--- src/rtl/core/mwsu_pkg.sv ---
// Package: shared types, constants and the exp lookup table for the weighted sequence update.
`default_nettype none
package mwsu_pkg;

  localparam int unsigned MaxSamples = 128;
  localparam int unsigned MaxSteps   = 8;
  localparam int unsigned ExpDepth   = 256;
  localparam int unsigned SampleW    = $clog2(MaxSamples);
  localparam int unsigned SumW       = 40;
  localparam int unsigned WeightW    = 17;
  localparam int unsigned NumW       = 33;
  localparam int unsigned DenW       = 24;
  localparam int unsigned CfgW       = 24;

  localparam logic [63:0] ExpStepQ32 = 64'd4034748382;

  // Configuration register indexes
  localparam logic [2:0] CFG_INV_TEMP   = 3'd0;
  localparam logic [2:0] CFG_ACCEL_LOW  = 3'd1;
  localparam logic [2:0] CFG_ACCEL_HIGH = 3'd2;
  localparam logic [2:0] CFG_WIDTH_HIGH = 3'd3;
  localparam logic [2:0] CFG_ANGLE_LIM  = 3'd4;
  localparam logic [2:0] CFG_STEPS      = 3'd5;
  localparam logic [2:0] CFG_SAMPLES    = 3'd6;

  localparam logic FUNC_COST = 1'b0;
  localparam logic FUNC_ROW  = 1'b1;

  typedef struct packed {
    logic              func;
    logic [6:0]        sample_index;
    logic [2:0]        step_index;
    logic [31:0]       cost_value;
    logic              cost_finite;
    logic signed [15:0] ctrl_accel;
    logic signed [15:0] ctrl_width;
    logic signed [15:0] ctrl_angle;
    logic              last_item;
  } in_item_t;

  typedef struct packed {
    logic [2:0]         out_step;
    logic signed [15:0] mean_accel;
    logic signed [15:0] mean_width;
    logic signed [15:0] mean_angle;
    logic               uniform_used;
    logic               last_row;
  } out_item_t;

  typedef enum logic [3:0] {
    ST_COSTS,
    ST_MIN_RD,
    ST_MIN_CMP,
    ST_EXP_RD,
    ST_EXP_MUL,
    ST_EXP_WR,
    ST_NORM_RD,
    ST_NORM_DIV,
    ST_NORM_WAIT,
    ST_UNI_DIV,
    ST_UNI_WAIT,
    ST_ROWS,
    ST_MAC,
    ST_EMIT
  } state_e;

  typedef struct packed {
    logic            start;
    logic [NumW-1:0] num;
    logic [DenW-1:0] den;
  } div_req_t;

  typedef struct packed {
    logic            done;
    logic [NumW-1:0] quo;
  } div_rsp_t;

  typedef logic [WeightW-1:0] exp_tab_t [ExpDepth];

  // exp(-i/16) in Q1.16, by repeated multiplication with exp(-1/16) in Q0.32
  function automatic exp_tab_t build_exp_tab();
    exp_tab_t     t;
    logic [127:0] v;
    v = 128'd1 << 32;
    for (int i = 0; i < int'(ExpDepth); i++) begin
      t[i] = WeightW'((v + 128'd32768) >> 16);
      v = ((v * {64'd0, ExpStepQ32}) + 128'h8000_0000) >> 32;
    end
    return t;
  endfunction

  localparam exp_tab_t ExpTab = build_exp_tab();

endpackage
`default_nettype wire

--- src/rtl/core/mwsu_div.sv ---
// Restoring divider: one quotient bit per cycle, shared by weight normalization and the uniform weight.
`default_nettype none
module mwsu_div (
  input  wire logic               clk_i,
  input  wire logic               rst_ni,
  input  wire mwsu_pkg::div_req_t req_i,
  output mwsu_pkg::div_rsp_t      rsp_o
);
  localparam int unsigned CntW = $clog2(mwsu_pkg::NumW + 1);

  logic                          busy_q, busy_d;
  logic [CntW-1:0]               cnt_q, cnt_d;
  logic [mwsu_pkg::DenW-1:0]     rem_q, rem_d;
  logic [mwsu_pkg::NumW-1:0]     quo_q, quo_d;
  logic [mwsu_pkg::DenW-1:0]     den_q, den_d;
  logic                          done_q, done_d;
  logic [mwsu_pkg::DenW:0]       trial;

  always_comb begin
    busy_d = busy_q;
    cnt_d  = cnt_q;
    rem_d  = rem_q;
    quo_d  = quo_q;
    den_d  = den_q;
    done_d = 1'b0;
    trial  = {rem_q, quo_q[mwsu_pkg::NumW-1]};
    if (req_i.start) begin
      busy_d = 1'b1;
      cnt_d  = '0;
      rem_d  = '0;
      quo_d  = req_i.num;
      den_d  = req_i.den;
    end else if (busy_q) begin
      // shift in one dividend bit, subtract where it fits
      if (trial >= {1'b0, den_q}) begin
        rem_d = mwsu_pkg::DenW'(trial - {1'b0, den_q});
        quo_d = {quo_q[mwsu_pkg::NumW-2:0], 1'b1};
      end else begin
        rem_d = trial[mwsu_pkg::DenW-1:0];
        quo_d = {quo_q[mwsu_pkg::NumW-2:0], 1'b0};
      end
      cnt_d = cnt_q + 1'b1;
      if (cnt_q == CntW'(mwsu_pkg::NumW - 1)) begin
        busy_d = 1'b0;
        done_d = 1'b1;
      end
    end
  end

  always_ff @(posedge clk_i or negedge rst_ni) begin
    if (!rst_ni) begin
      busy_q <= 1'b0;
      cnt_q  <= '0;
      done_q <= 1'b0;
    end else begin
      busy_q <= busy_d;
      cnt_q  <= cnt_d;
      done_q <= done_d;
    end
  end

  always_ff @(posedge clk_i) begin
    rem_q <= rem_d;
    quo_q <= quo_d;
    den_q <= den_d;
  end

  assign rsp_o.done = done_q;
  assign rsp_o.quo  = quo_q;
endmodule
`default_nettype wire
--- config.mk ---
export PLATFORM = sky130hd
export DESIGN_NAME = mwsu_div
export DESIGN_NICKNAME = d
export VERILOG_FILES = /design/src/rtl/core/mwsu_pkg.sv /design/src/rtl/core/mwsu_div.sv
export SDC_FILE = /design/constraint.sdc
export NUM_CORES = 1
export LEC_CHECK = 0
export ABC_AREA = 1
export BUFFER_PORTS_ARGS = -buffer_cell sky130_fd_sc_hd__buf_2
export CORE_UTILIZATION = 30
export CTS_CLUSTER_DIAMETER = 120
export DETAILED_ROUTE_END_ITERATION = 10
export HOLD_SLACK_MARGIN = 0.08
export SLEW_MARGIN = 20
export SYNTH_ARGS = -nofsm -noshare
export SYNTH_HDL_FRONTEND = slang
export SYNTH_SLANG_ARGS = --single-unit
export TNS_END_PERCENT = 5
--- constraint.sdc ---
create_clock -name clk_i -period 6.05 [get_ports clk_i]
set_input_delay 0.3025 -clock clk_i [delete_from_list [all_inputs] [get_ports clk_i]]
set_output_delay 0.3025 -clock clk_i [all_outputs]
set_load 0.1 [all_outputs]
==> impl_metrics.env <==
export IMPL_floorplan_rows=49
export IMPL_io_buffer_count=93
export IMPL_timing_final_hold_violations=0
export IMPL_post_synth_and_or_nand_nor_area_fraction_pct=33.9
export IMPL_chipWidth_um=138
export IMPL_worst_clock_skew_ps=8.06
export IMPL_ctsLongestPathBuffers=2
export IMPL_synth_avg_cell_area_um2=7.23
export IMPL_grt_ovfl_total=0
export IMPL_synth_mux_area_fraction_pct=0
export IMPL_cp_data_required_time_ps=6160
export IMPL_synth_ff_latch_count=89
export IMPL_post_dp_hpwl_um=10600
export IMPL_die_height_um=138
export IMPL_grt_use_total_pct=15.9
export IMPL_min_delay_path_class="input port to flip-flop"
export IMPL_timing_critical_path_to_type="flip-flop"
export IMPL_postRouteWirelength_um=14300
export IMPL_synthXorXnorAreaFrac_pct=1.57
export IMPL_dr_total_vias=4967
export IMPL_series_of_cell_instances_along_the_critical_path="inv_1 -> ha_1 -> a21oi_1 -> nor2_1 -> nor2_1 -> nand2_1 -> a21oi_4 -> nand3_4 -> nand2_1 -> nand2_1"
export IMPL_fp_coreArea_um2=18100
export IMPL_status="finished with violations"
export IMPL_grt_setup_unrepaired="no"
export IMPL_via_count_of_the_first_global_routing_pass=4865
export IMPL_flow_area_growth_from_synthesis_pct=17.4
export IMPL_grt_first_pass_wirelength_um=23900
export IMPL_finalMaxSlewViolations=0
export IMPL_dominant_cell_by_count_in_the_synthesized_netlist="nand2_1"
export IMPL_yosys_top_cells_count="nand2_1, inv_1, edfxtp_1, nand3_1, nor2_1"
export IMPL_static_leakage_power_nw=3.48
export IMPL_synth_enable_flop_cells=57
export IMPL_timing_fmax_mhz=360
export IMPL_nets=944
export IMPL_postcts_setup_bufs=0
export IMPL_timing_critical_path_slowest_stage_cell="a21oi_4"
export IMPL_period_share_pct=45.9
export IMPL_crit_path_arrival_time_ps=2890
export IMPL_final_antenna_net_count=0
export IMPL_clk_root_buffer_cell="clkbuf_16"
export IMPL_cts_repair_resize_count=0
export IMPL_post_synth_main_area_contributors="edfxtp_1, nand2_1, inv_1"
export IMPL_cts_made_buffers=9
export IMPL_clkTransAtPathRegs_ps=70
export IMPL_worst_path_max_fanout=25
export IMPL_drive_gt1_share_pct=15.0
export IMPL_initial_utilization_pct=30.8
export IMPL_die_area_um2=19100
export IMPL_synthFlopType="edfxtp_1"
export IMPL_pin_count=94
export IMPL_path_class="flip-flop to flip-flop"
export IMPL_synth_yosys_warnings=0
export IMPL_first_iter_violations=264
export IMPL_postSynth_asyncResetShare_pct=8.99
export IMPL_max_cap_viol_count=0
export IMPL_synth_top_cell_area_share_pct=30.8
export IMPL_critPathMaxStageDelay_ps=590
export IMPL_synth_top_family_by_area="simple AND/OR/NAND/NOR gates"
export IMPL_post_route_cell_area_um2=6530
export IMPL_crit_path_start_kind="flip-flop"
export IMPL_distinct_cell_type_count_after_synthesis=31
export IMPL_globalplace_congestion=0.910
export IMPL_violated_checks="design-rule violations"
export IMPL_finalCriticalPeriod_ps=2770
export IMPL_cpMostUsedCell="nand2_1"
export IMPL_pin_count_of_the_biggest_net_entering_global_routing=49
export IMPL_antenna_found_initial=0
export IMPL_synth_adder_area_share_pct=6.21
export IMPL_synth_largest_area_cell="edfxtp_1"
export IMPL_fill_cells=1948
export IMPL_avgViaCountPerCell=4.55
export IMPL_maxSlewHeadroom_pct=50.0
export IMPL_yosysSeqAreaShare_pct=43.0
export IMPL_detailed_place_area_um2=6240
export IMPL_cts_tree="done"
export IMPL_finalSetupTns_ps=0
export IMPL_drt_wirelength_per_cell_um=13.1
export IMPL_max_ir_drop_vdd_mv=0.186
export IMPL_power_density_over_the_cells_nw_per_um2=380
export IMPL_htree_levels=3
export IMPL_clkSinkCount=89
export IMPL_antenna_cells=0
export IMPL_clock_latency_ps=360
export IMPL_detailedRoute_firstPassIterationCount=8
export IMPL_mappedNetlistNets=856
export IMPL_holdBufCountCts=1
export IMPL_tightestPinTransition_ps=749
export IMPL_synth_compound_area_share_pct=3.58
export IMPL_mappedNetlistArea_um2=5560
export IMPL_detail_route_drc_violations=2
export IMPL_postSynthCellCount=769
export IMPL_setup_viol=0
cell usage in the layout, fill, tap and decap left out, drive strengths merged:
master,count
dlygate4sd3,1
nor2,38
edfxtp,57
o21ai,16
a21o,1
clkinv,3
buf,97
ha,26
clkbuf,10
dfxtp,24
nand2,304
a21oi,17
dfrtp,8
o21bai,2
nand4,30
xnor2,7
or2,1
inv,149
nand3,59
fa,1
nor3,7
xor2,3
nand3b,1
layout make-up:
type / instances / area [µm²] / area share [%]
timing repair buffer: 98 / 505 / 7.74
clock buffer: 10 / 229 / 3.51
multi-input combinational: 513 / 2520 / 38.6
sequential: 89 / 2390 / 36.6
tap: 229 / 287 / 4.39
clock inverter: 6 / 51.3 / 0.786
inverter: 146 / 548 / 8.39
worst paths after layout:
kind	startpoint	endpoint	slack, ps	cells after the start
max in group asynchronous	rst_ni	busy_q	5570	2
setup reg to reg	den_q[22]	quo_q[0]	3280	10
setup / recovery	den_q[22]	quo_q[0]	3280	10
min in group asynchronous	rst_ni	cnt_q[3]	320	2
hold / removal	req_i[9]	den_q[9]	120	1
hold reg to reg	rem_q[15]	rem_q[15]	470	2
state kept, by name, summed over array words and instances (netlist names):
| register | cells |
|---|---|
| quo_q | 33 |
| den_q | 24 |
| rem_q | 24 |
| cnt_q | 6 |
| busy_q | 1 |
| done_q | 1 |
metrics by stage:
step / power [mW] / std cells / worst slack, ps / util (%) / hold WS [ps]
final: 2.48 / 1091 / 3280 / 36.1 / 117
after global routing: 2.68 / 1091 / 3000 / 36.1 / 101
after CTS: 2.50 / 1091 / 3270 / 36.1 / 98.7
after detailed placement: 1.94 / 1074 / 3280 / 34.5 / 159
after global placement: 1.94 / 1074 / 3280 / 34.5 / 157
after floorplan: 1.72 / 769 / 3450 / - / 6.91
power by group:
group	switching (mW)	internal [mW]
clock	0.266	0.286
combinational	0.780	0.347
sequential	0.0583	0.746
cell families (layout without fill, tap and decap cells):
logic type	after synthesis	count (layout)
and+or+nand+nor	440	440
buffers and inverters	167	260
adders and majority gates	27	27
DFF	89	89
AOI/OAI and AO/OA	36	36
xor gates and xnor gates	10	10
critical path, delay by kind of cell (launching register included):
family,cells,cell delay (ps)
compound gates,2,810
simple gates,6,1030
flops,1,330
fa+ha+maj,1,330
buf+inv,1,40
per-layer routing:
layer  vias to the layer above  GRT usage, %  share of wire (%)
li1                       2581             -                  -
met4                         0          5.44                1.8
met5                         -             0                  0
met2                       147          25.6                 44
met3                        20          4.88                6.9
met1                      2219          20.2                 47
(Power assumes the default switching activity.)
